`src/hdl/deferred_correction_stencil_assert.svh`:
```
// ----------------------------------------------------------------------------
// Deferred correction stencil assertion macros
// Shared property macros for the stencil modules. Each macro samples on the
// rising edge of clk and is disabled while rst_n is low.
// ----------------------------------------------------------------------------
`ifndef DEFERRED_CORRECTION_STENCIL_ASSERT_SVH
`define DEFERRED_CORRECTION_STENCIL_ASSERT_SVH

`ifndef NO_ASSERTIONS
`define DCS_ASSERT(lbl, prop, msg) \
    lbl: assert property (@(posedge clk) disable iff (!rst_n) prop) else $error(msg);
`define DCS_NEVER(lbl, cond, msg) \
    lbl: assert property (@(posedge clk) disable iff (!rst_n) !(cond)) else $error(msg);
`else
`define DCS_ASSERT(lbl, prop, msg)
`define DCS_NEVER(lbl, cond, msg)
`endif

`endif

```
`src/hdl/dcs_pkg.sv`:
```
// ----------------------------------------------------------------------------
// Deferred correction stencil package
// Widths, register codes and the types shared by the stencil modules.
// ----------------------------------------------------------------------------
`timescale 1ns / 1ps

package dcs_pkg;

    localparam int DATA_W      = 32;
    localparam int POS_W       = 7;
    localparam int ROW_LEN     = 128;
    localparam int MAX_CELLS   = 16384;
    localparam int IDX_W       = 14;
    localparam int CORR_W      = 48;
    localparam int DIFF_W      = 33;
    localparam int MUL_W       = 34;
    localparam int PROD_W      = 68;
    localparam int SUM_W       = 66;
    localparam int ACC_W       = 100;
    localparam int FRAC_SHIFT  = 33;
    localparam int Q_W         = ACC_W - FRAC_SHIFT;
    localparam int POS_TOP     = 126;
    localparam int STEP_W      = 4;
    localparam int LAST_STEP   = 10;
    localparam int OUT_W       = 112;
    localparam int APB_AW      = 5;

    localparam logic signed [CORR_W-1:0] CORR_MAX = {1'b0, {(CORR_W-1){1'b1}}};
    localparam logic signed [CORR_W-1:0] CORR_MIN = {1'b1, {(CORR_W-1){1'b0}}};
    localparam logic [ACC_W-1:0] ROUND_HALF = ACC_W'(1) << (FRAC_SHIFT - 1);

    typedef enum logic [2:0] {
        REG_FLOW_X,
        REG_FLOW_Y,
        REG_AREA_W,
        REG_AREA_E,
        REG_AREA_S,
        REG_AREA_N,
        REG_ROWS,
        REG_COLS
    } reg_idx_t;

    typedef struct packed {
        logic [DATA_W-1:0] flow_x_mag;
        logic [DATA_W-1:0] flow_y_mag;
        logic [DATA_W-1:0] area_w;
        logic [DATA_W-1:0] area_e;
        logic [DATA_W-1:0] area_s;
        logic [DATA_W-1:0] area_n;
        logic [POS_W-1:0]  rows;
        logic [POS_W-1:0]  cols;
    } cfg_t;

    typedef struct packed {
        logic signed [DATA_W-1:0] value;
        logic [POS_W-1:0]         col;
        logic                     emit;
        logic [IDX_W-1:0]         idx;
        logic                     last;
    } item_t;

endpackage

```
`src/hdl/dcs_queue.sv`:
```
// ----------------------------------------------------------------------------
// Stencil item queue
// Two-entry queue between the front end and the back end.
// ----------------------------------------------------------------------------
`timescale 1ns / 1ps
`include "deferred_correction_stencil_assert.svh"

module dcs_queue
    import dcs_pkg::*;
(
    input  logic  clk,
    input  logic  rst_n,
    input  logic  push,
    input  item_t push_item,
    input  logic  pop,
    output item_t head,
    output logic  full,
    output logic  empty
);

    item_t      slot_reg [2];
    logic       wptr_reg;
    logic       rptr_reg;
    logic [1:0] count_reg;

    assign full  = (count_reg == 2'd2);
    assign empty = (count_reg == 2'd0);
    assign head  = slot_reg[rptr_reg];

    always_ff @(posedge clk or negedge rst_n)
    begin
        if (!rst_n)
        begin
            wptr_reg  <= 1'b0;
            rptr_reg  <= 1'b0;
            count_reg <= '0;
        end
        else
        begin
            if (push)
            begin
                slot_reg[wptr_reg] <= push_item;
                wptr_reg           <= !wptr_reg;
            end
            if (pop)
            begin
                rptr_reg <= !rptr_reg;
            end
            if (push && !pop)
            begin
                count_reg <= count_reg + 2'd1;
            end
            else if (pop && !push)
            begin
                count_reg <= count_reg - 2'd1;
            end
        end
    end

    `DCS_NEVER(a_q_overflow, push && full && !pop, "Queue written while full.")
    `DCS_NEVER(a_q_underflow, pop && empty, "Queue read while empty.")

endmodule

```
`config.mk`:
```
export PLATFORM = sky130hd
export DESIGN_NAME = dcs_queue
export DESIGN_NICKNAME = d
export VERILOG_FILES = /design/src/hdl/dcs_pkg.sv /design/src/hdl/dcs_queue.sv
export VERILOG_INCLUDE_DIRS = /design/src /design/src/hdl
export SDC_FILE = /design/constraint.sdc
export NUM_CORES = 1
export LEC_CHECK = 0
export BUFFER_PORTS_ARGS = -buffer_cell sky130_fd_sc_hd__buf_2
export CELL_PAD_IN_SITES_DETAIL_PLACEMENT = 1
export CELL_PAD_IN_SITES_GLOBAL_PLACEMENT = 1
export CORE_MARGIN = 2
export CORE_UTILIZATION = 47
export DETAILED_ROUTE_END_ITERATION = 6
export GPL_ROUTABILITY_DRIVEN = 0
export PLACE_DENSITY_LB_ADDON = 0.1
export SKIP_LAST_GASP = 1
export SLEW_MARGIN = 20
export SYNTH_ARGS = -nofsm -noshare
export SYNTH_HDL_FRONTEND = slang
export SYNTH_SLANG_ARGS = --single-unit
```
`constraint.sdc`:
```
create_clock -name clk -period 6 [get_ports clk]
set_clock_uncertainty 0.1 [all_clocks]
set_input_delay 1.2 -clock clk [delete_from_list [all_inputs] [get_ports clk]]
set_output_delay 1.2 -clock clk [all_outputs]
set_load 0.05 [all_outputs]
```
==> metrics.yaml <==
largest_reg_flops: 110
ys_ff_latch: 114
synth_fp_nets: 248
finalCritPeriodShare_pct: 59.2
crit_family: "flip-flops"
end_kind: "primary output"
worstPathArrival_ns: 2.25
die-area_um2: 9980
synth_mux_area_share_pct: 17.8
yosysUniqueCellTypes: 14
synth_xor_xnor_area_share_pct: 1.01
antenna_cells: 0
seq_area_frac_synth_pct: 78.7
first_global_vias: 2406
synth.avg_cell_area_um2: 23.0
rsz0062_at_grt: "no"
hold_buffers: 0
run_status: "finished clean"
h-tree-depth: 4
hpwl_um: 4960
cellPowerDensity_nw_per_um2: 553
p_comb_share_pct: 31.4
cts_tree: "done"
grt_antenna_before_repair: 0
drv_slew: 0
portBuffers: 115
path_max_fanout: 56
slowest_stage: "dfrtp_4"
ys_warn_count: 0
synth_top_family_by_area: "multiplexers"
slowest_delay_ns: 1.01
tightest_slew_ns: 0.992
initial_utilization_pct: 49.1
placedCellCount: 407
cts_sinks: 114
postCtsSetupBuffers: 0
dr.pass1.iters: 4
areaGrowthSynthToFinish_pct: 29.7
drive_gt1_share_pct: 61.6
min_period_ns: 3.55
internal_power_mw: 1.99
fp.dieH_um: 99.9
relSlewSlack_pct: 33.8
crit_chain: "mux2_2, buf_2"
power.net_switching_mw: 1.11
viasPerCell: 4.93
start_kind: "flop"
fin_tns_setup_ns: 0
hold_viol: 0
cts_buffers: 17
grt_util_all_layers_pct: 17.2
first_iter_violations: 80
sw_frac_of_total_pct: 35.9
num_vias: 2164
grt.overflow.total: 0
leakage_nw: 2.24
core_area_um2: 8810
clockPowerShare_pct: 32.9
required_ns: 4.70
fmax_mhz: 282
nets: 378
grt_max_degree: 57
maxCapViolCount: 0
drc: 0
io_pins: 116
synth_compound_area_share_pct: 0
postSynthCellCount: 188
cts_resized: 0
worstSkewPairLatency_ns: 0.50
grt_first_pass_wirelength_um: 12500
syn-cell-area_um2: 4320
path_buf_inv: 1
yosys.area_share.simple_pct: 0.637
setup_viol: 0
root_buffer: "clkbuf_8"
drt-total-wl_um: 8040
crit_type: "flop to primary output"
drt-wirelength-per-cell_um: 18.3
power_frac_seq_pct: 35.8
clk_pin_slew_ns: 0.05
drtAntennaViolNets: 0
instances_no_fill: 439
clockBufferDepth: 2
row_count: 34
min_path_type: "input pin to asynchronous set/reset pin"
die_w_um: 99.9
synthAdderAreaFrac_pct: 0.290
vdd_drop_max_mv: 0.318
-- cells in the final DEF (no fill, tap or decap), types with 2 or more instances in the layout --
master,n
buf_2,115
clkbuf_16,16
buf_4,2
bufinv_16,4
mux2_2,15
mux2_4,40
edfxtp_1,110
dfrtp_1,3
nor2_1,2
clkinvlp_4,5
clkinv_1,2
xor2_1,4
-- area by class of cell --
class / count / area, um^2
timing repair buffer: 117 / 591
fill: 787 / 3200
multi-input combinational: 67 / 862
clock buffer: 18 / 418
tap: 108 / 135
inverter: 1 / 3.75
sequential: 114 / 3410
clock inverter: 14 / 188
-- stage by stage --
stage	hold WS [ns]	cell area (um^2)	total power [mW]	util, %	setup slack, ns
final	0.410	5600	3.10	63.6	2.45
after global routing	0.378	5600	3.21	63.6	2.36
after CTS	0.381	5600	3.14	63.6	2.42
after detailed placement	0.420	5000	2.11	56.8	2.97
after global placement	0.385	5000	2.09	56.8	2.99
after floorplan	0.356	4320	1.93	-	1.86
-- path summary, 6_finish.rpt --
| kind | end | start | depth (start not counted) | slack (ns) |
|---|---|---|---|---|
| max | head[37] | rptr_reg | 2 | 2.45 |
| min | rptr_reg | rst_n | 1 | 0.41 |
| max reg2reg | slot_reg[1][41] | wptr_reg | 2 | 4.01 |
| min reg2reg | count_reg[1] | count_reg[1] | 1 | 0.42 |
| max in group asynchronous | rptr_reg | rst_n | 1 | 5.24 |
| min in group clk | count_reg[1] | count_reg[1] | 1 | 0.42 |
-- kinds of logic (layout without fill, tap and decap cells) --
group | after synthesis | in the layout
xor+xnor | 5 | 5
fa+ha+maj | 1 | 1
buf+inv | 7 | 150
flops | 114 | 114
mux | 55 | 55
simple gates | 6 | 6
-- Yosys cell counts --
| cell | count | area share, % |
|---|---|---|
| edfxtp_1 | 110 | 76 |
| mux2_4 | 40 | 14 |
| mux2_2 | 15 | 3.9 |
| buf_6 | 5 | 1.3 |
| dfrtp_1 | 4 | 2.3 |
| xor2_1 | 4 | 0.81 |
| nor2_1 | 3 | 0.26 |
| and3_1 | 1 | 0.14 |
| buf_2 | 1 | 0.12 |
| ha_1 | 1 | 0.29 |
| inv_1 | 1 | 0.087 |
| nand2_1 | 1 | 0.087 |
| nor2b_1 | 1 | 0.14 |
| xnor2_1 | 1 | 0.20 |
-- power groups by stage --
stage	Sequential (mW)	Combinational (mW)	Clock (mW)
after floorplan	1.02	0.906	0
after global placement	1.12	0.968	0
after detailed placement	1.13	0.979	0
after CTS	1.11	0.982	1.04
after global routing	1.13	1.01	1.07
final	1.11	0.972	1.02
-- layer usage --
metal  global-route usage (%)  part of all wire (%)
met2                     28.4                    52
met3                     6.27                   5.5
met4                     7.27                  0.98
met5                        0                     0
met1                     20.4                    41
Power figures use the tool's default switching activity.
