`config.mk`:
```
export PLATFORM = sky130hd
export DESIGN_NAME = dcs_front
export DESIGN_NICKNAME = d
export VERILOG_FILES = /design/src/hdl/deferred_correction_stencil_assert.svh /design/src/hdl/dcs_pkg.sv /design/src/hdl/dcs_front.sv
export SDC_FILE = /design/constraint.sdc
export NUM_CORES = 1
export LEC_CHECK = 0
export ABC_AREA = 0
export CAP_MARGIN = 20
export CORE_AREA = 2 2 116 118
export DETAILED_ROUTE_END_ITERATION = 12
export DIE_AREA = 0 0 118 120
export DONT_BUFFER_PORTS = 1
export PLACE_DENSITY_LB_ADDON = 0.12
export SYNTH_ARGS = -nofsm -noshare
export SYNTH_HDL_FRONTEND = slang
export SYNTH_SLANG_ARGS = --single-unit
```
`constraint.sdc`:
```
create_clock -name clk -period 5.1 [get_ports clk]
set_clock_uncertainty 0.2 [all_clocks]
set_input_delay 0.51 -clock clk [delete_from_list [all_inputs] [get_ports clk]]
set_output_delay 0.51 -clock clk [all_outputs]
set_load 0.01 [all_outputs]
```
`src/hdl/deferred_correction_stencil_assert.svh`:
```
// ----------------------------------------------------------------------------
// Deferred correction stencil assertion macros
// Shared property macros for the stencil modules. Each macro samples on the
// rising edge of clk and is disabled while rst_n is low.
// ----------------------------------------------------------------------------
`ifndef DEFERRED_CORRECTION_STENCIL_ASSERT_SVH
`define DEFERRED_CORRECTION_STENCIL_ASSERT_SVH

`ifndef NO_ASSERTIONS
`define DCS_ASSERT(lbl, prop, msg) \
    lbl: assert property (@(posedge clk) disable iff (!rst_n) prop) else $error(msg);
`define DCS_NEVER(lbl, cond, msg) \
    lbl: assert property (@(posedge clk) disable iff (!rst_n) !(cond)) else $error(msg);
`else
`define DCS_ASSERT(lbl, prop, msg)
`define DCS_NEVER(lbl, cond, msg)
`endif

`endif

```
`src/hdl/dcs_pkg.sv`:
```
// ----------------------------------------------------------------------------
// Deferred correction stencil package
// Widths, register codes and the types shared by the stencil modules.
// ----------------------------------------------------------------------------
`timescale 1ns / 1ps

package dcs_pkg;

    localparam int DATA_W      = 32;
    localparam int POS_W       = 7;
    localparam int ROW_LEN     = 128;
    localparam int MAX_CELLS   = 16384;
    localparam int IDX_W       = 14;
    localparam int CORR_W      = 48;
    localparam int DIFF_W      = 33;
    localparam int MUL_W       = 34;
    localparam int PROD_W      = 68;
    localparam int SUM_W       = 66;
    localparam int ACC_W       = 100;
    localparam int FRAC_SHIFT  = 33;
    localparam int Q_W         = ACC_W - FRAC_SHIFT;
    localparam int POS_TOP     = 126;
    localparam int STEP_W      = 4;
    localparam int LAST_STEP   = 10;
    localparam int OUT_W       = 112;
    localparam int APB_AW      = 5;

    localparam logic signed [CORR_W-1:0] CORR_MAX = {1'b0, {(CORR_W-1){1'b1}}};
    localparam logic signed [CORR_W-1:0] CORR_MIN = {1'b1, {(CORR_W-1){1'b0}}};
    localparam logic [ACC_W-1:0] ROUND_HALF = ACC_W'(1) << (FRAC_SHIFT - 1);

    typedef enum logic [2:0] {
        REG_FLOW_X,
        REG_FLOW_Y,
        REG_AREA_W,
        REG_AREA_E,
        REG_AREA_S,
        REG_AREA_N,
        REG_ROWS,
        REG_COLS
    } reg_idx_t;

    typedef struct packed {
        logic [DATA_W-1:0] flow_x_mag;
        logic [DATA_W-1:0] flow_y_mag;
        logic [DATA_W-1:0] area_w;
        logic [DATA_W-1:0] area_e;
        logic [DATA_W-1:0] area_s;
        logic [DATA_W-1:0] area_n;
        logic [POS_W-1:0]  rows;
        logic [POS_W-1:0]  cols;
    } cfg_t;

    typedef struct packed {
        logic signed [DATA_W-1:0] value;
        logic [POS_W-1:0]         col;
        logic                     emit;
        logic [IDX_W-1:0]         idx;
        logic                     last;
    } item_t;

endpackage

```
`src/hdl/dcs_front.sv`:
```
// ----------------------------------------------------------------------------
// Stencil front end
// Accepts cell values, tracks the raster position and classifies each cell.
// ----------------------------------------------------------------------------
`timescale 1ns / 1ps

module dcs_front
    import dcs_pkg::*;
(
    input  logic                     clk,
    input  logic                     rst_n,
    input  cfg_t                     cfg,
    input  logic                     hold,
    input  logic                     q_full,
    input  logic                     s_tvalid,
    output logic                     s_tready,
    input  logic [DATA_W-1:0]        s_tdata,    // cell_value
    output logic                     push,
    output item_t                    push_item
);

    logic [POS_W-1:0] row_reg;
    logic [POS_W-1:0] col_reg;
    logic [POS_W-1:0] row_next;
    logic [POS_W-1:0] col_next;
    logic [POS_W:0]   rows_p1;
    logic [POS_W:0]   cols_p1;
    logic [POS_W:0]   cols_p2;
    logic [POS_W:0]   row_inc;
    logic [POS_W-1:0] row_m1;
    logic [IDX_W:0]   idx_full;

    assign s_tready = !hold && !q_full;
    assign push     = s_tvalid && s_tready;

    always_comb
    begin
        rows_p1  = {1'b0, cfg.rows} + 8'd1;
        cols_p1  = {1'b0, cfg.cols} + 8'd1;
        cols_p2  = {1'b0, cfg.cols} + 8'd2;
        row_inc  = {1'b0, row_reg} + 8'd1;
        row_m1   = row_reg - 7'd1;
        idx_full = (IDX_W+1)'(row_m1) * (IDX_W+1)'(cols_p2) + (IDX_W+1)'(col_reg);

        push_item.value = $signed(s_tdata);
        push_item.col   = col_reg;
        push_item.emit  = (row_reg >= 7'd2) && ({1'b0, row_reg} <= rows_p1) &&
                          (col_reg >= 7'd1) && (col_reg <= cfg.cols);
        push_item.idx   = idx_full[IDX_W-1:0];
        push_item.last  = ({1'b0, row_reg} == rows_p1) && (col_reg == cfg.cols);

        if ({1'b0, col_reg} >= cols_p1)
        begin
            col_next = '0;
            row_next = (row_inc > rows_p1) ? '0 : row_inc[POS_W-1:0];
        end
        else
        begin
            col_next = col_reg + 7'd1;
            row_next = row_reg;
        end
    end

    always_ff @(posedge clk or negedge rst_n)
    begin
        if (!rst_n)
        begin
            row_reg <= '0;
            col_reg <= '0;
        end
        else if (push)
        begin
            row_reg <= row_next;
            col_reg <= col_next;
        end
    end

endmodule

```
==> summary.txt <==
multiplexer area fraction after synthesis -> 0.005474
synth top area cells -> ha_1 (22%), fa_1 (17%), dfrtp_1 (8.5%)
row cnt -> 42
Initial Utilization -> 0.3169
Max Slew Vio Count -> 0
worst-path cell chain -> nor4_4 -> nand2_2 -> xor2_4 -> nand2b_4 -> fa_1 -> fa_1 -> inv_1 -> fa_1 -> inv_1 -> fa_1 -> inv_2 -> ha_4 -> a21oi_2 -> nand2_1 -> o21ai_2 -> nor2_2 -> o41ai_2 -> xnor2_1
full die area -> 14160 um^2
Routed Antenna Nets -> 0
Adder-Cell Fraction of Synth Area -> 0.3863
number of global-route vias before repair -> 3525
DR pass1 iterations -> 4
met2 routed WL -> 4.540 mm
WP buf/inv -> 3
Synth Net Count -> 836
Simple-Gate Fraction of Synth Area -> 0.2108
Max Fclk -> 183.3 MHz
Mapped Avg Cell Area -> 8.448 um^2
clock root cell -> clkbuf_16
Final HPWL DP -> 8.952 mm
cell taking the most area after synthesis -> ha_1
Placeable Area -> 12980 um^2
Max Cap Violations -> 0
CP Launch Type -> flop
Critical-path top delay cell -> fa_1
Least-Margin Pin Slew -> 0.7494 ns
# port buffers -> 0
Tmin final -> 5.455 ns
DRC Markers -> 0
count of cell types in the netlist -> 60
Hold Path Class -> flop to flop
nets -> 874
CP delay by family, top -> adder cells
DR WL met3 -> 785 um
Area Growth Syn to Fin -> 22.41%
Filler cells -> 1334
first-pass GRT wire length -> 17.68 mm
sequential fraction of the synthesis area -> 0.08516
CTS tree -> done
worst path required time -> 4.39 ns
RD Place Congestion -> 0.8135
I/O Pins -> 300
TNS Setup -> -1.474 ns
DR WL/cell -> 14.98 um
share of layout cells above drive strength 1 -> 0.2830
status -> complete, but fails checks
wl on met1 -> 4.844 mm
most frequent cells in the layout -> buf_4 (69), inv_1 (65), ha_1 (63)
unrepaired setup endpoints after global routing -> true
initial antenna violation count -> 1
Longest Clk Path Bufs -> 2
max_slew headroom -> 0.4958
Reg area -> 352.8 um^2
Sink Count -> 14
vias per inst -> 4.754
GRT Util Overall -> 0.1566
Primary FF master, synth -> dfrtp_1
area occupied by multi-input gates -> 3565 um^2
Cells after Synth -> 487
CTS buffer count -> 3
Reg clk slew, reported paths -> 0.05 ns
Die Y -> 120 um
kind of end point of the critical path -> output pin
synthesis-stage register bit count -> 14
peak fanout along the critical path -> 4
Die W -> 118 um
Arr. time, crit path -> 4.75 ns
n_diodes -> 0
post-synthesis cell area -> 4114 um^2
Initial DRC Count -> 121
CP peak stage delay -> 0.49 ns
critical path type -> flop to output pin
Total Wirelength -> 10.47 mm
failing checks -> negative setup slack
Most common cell on crit path -> fa_1
endpoints failing setup -> 7
via count -> 3323
Synth Warn # -> 0
XOR/XNOR Fraction of Synth Area -> 0.08881
Final Hold Fails -> 0
H-tree depth -> 1
Top Metal Used -> met5
top cell type's share of synthesized area -> 0.2159
period utilization -> 1.070
EDFF count, synth -> 0
largest net degree at the start of global routing -> 15
GRT overflow -> 0
largest family of logic cells by synthesized area -> adder cells
compound-gate portion of the synthesized area -> 0.08850
Clk Latency, worst-skew pair -> 0.24 ns
Final WS setup -> -0.3553 ns
most common cell after layout, fill and taps aside -> buf_4
asr flop ratio synth -> 1.000
-- routing by layer --
layer,global-route usage,vias up
li1,-,1642
met1,0.2050,1593
met2,0.2493,56
met3,0.05228,30
met4,0.03840,2
met5,0,-
-- area by class of cell --
cell class                 count  area share
clock buffer                   3     0.01491
inverter                      72     0.05416
sequential                    14     0.07006
timing repair buffer          72      0.1093
multi-input combinational    362      0.7078
tap                          176     0.04373
-- worst register-to-register path, cell delays in order (launching register included) --
cell	delay, ns
dfrtp_2	0.42
buf_4	0.13
buf_4	0.11
ha_1	0.23
nand3_1	0.19
nor2_1	0.16
xor2_1	0.24
ha_1	0.30
a21oi_1	0.17
o22ai_1	0.10
nor4b_1	0.46
nor3_4	0.10
nor2_4	0.18
mux2_2	0.18
-- stage by stage --
step,hold slack [ns],setup WS (ns),std cells,util,area (um^2)
after floorplan,0.01441,-0.05687,487,-,4294
after global placement,0.01481,-0.2902,683,0.3588,4657
after detailed placement,0.01492,-0.2977,683,0.3588,4657
after CTS,0.4211,-0.4136,691,0.3742,4857
after global routing,0.4840,-0.6277,699,0.3880,5036
final,0.4047,-0.3553,699,0.3880,5036
-- timing repair --
item	CTS	global route
setup buffers	5	9
endpoints found under the setup margin	8	9
hold buffers	1	0
resized for setup	20	16
pin swaps	14	21
gates cloned	0	0
hold endpoints to repair	14	0
-- synth_stat cells (5+ instances only) --
master,n
nand2_1,19
xnor2_1,32
or2_1,6
nand3_1,17
nor4_1,5
nor2b_1,10
inv_1,68
o21ai_1,8
a21oi_1,14
buf_4,32
o21ai_0,7
nand2b_1,9
xor2_1,6
and3_1,5
fa_1,35
dfrtp_1,14
a22o_1,6
nor2_1,57
ha_1,71
-- logic make-up after synthesis --
logic type,after synthesis
multiplexers,2
XOR/XNOR,40
AO/OA/AOI/OAI,54
buffers and inverters,111
AND/OR/NAND/NOR,160
flip-flops,14
adder cells (fa/ha/maj),106
-- worst paths after layout --
| kind | from | to | slack (ns) | cells past startpoint |
|---|---|---|---|---|
| max in group asynchronous | rst_n | row_reg[2]$_DFFE_PN0P_ | 3.61 | 1 |
| worst max register to register | row_reg[0]$_DFFE_PN0P_ | row_reg[0]$_DFFE_PN0P_ | 1.88 | 13 |
| min in group asynchronous | rst_n | col_reg[4]$_DFFE_PN0P_ | 0.58 | 1 |
| worst min register to register | col_reg[5]$_DFFE_PN0P_ | col_reg[5]$_DFFE_PN0P_ | 0.40 | 2 |
| worst min-delay path | col_reg[5]$_DFFE_PN0P_ | col_reg[5]$_DFFE_PN0P_ | 0.40 | 2 |
| worst max-delay path | row_reg[3]$_DFFE_PN0P_ | push_item[14] | -0.36 | 18 |
Power is not shown: default switching activity piles up to over one toggle a cycle in this logic, so the estimate is an artifact.
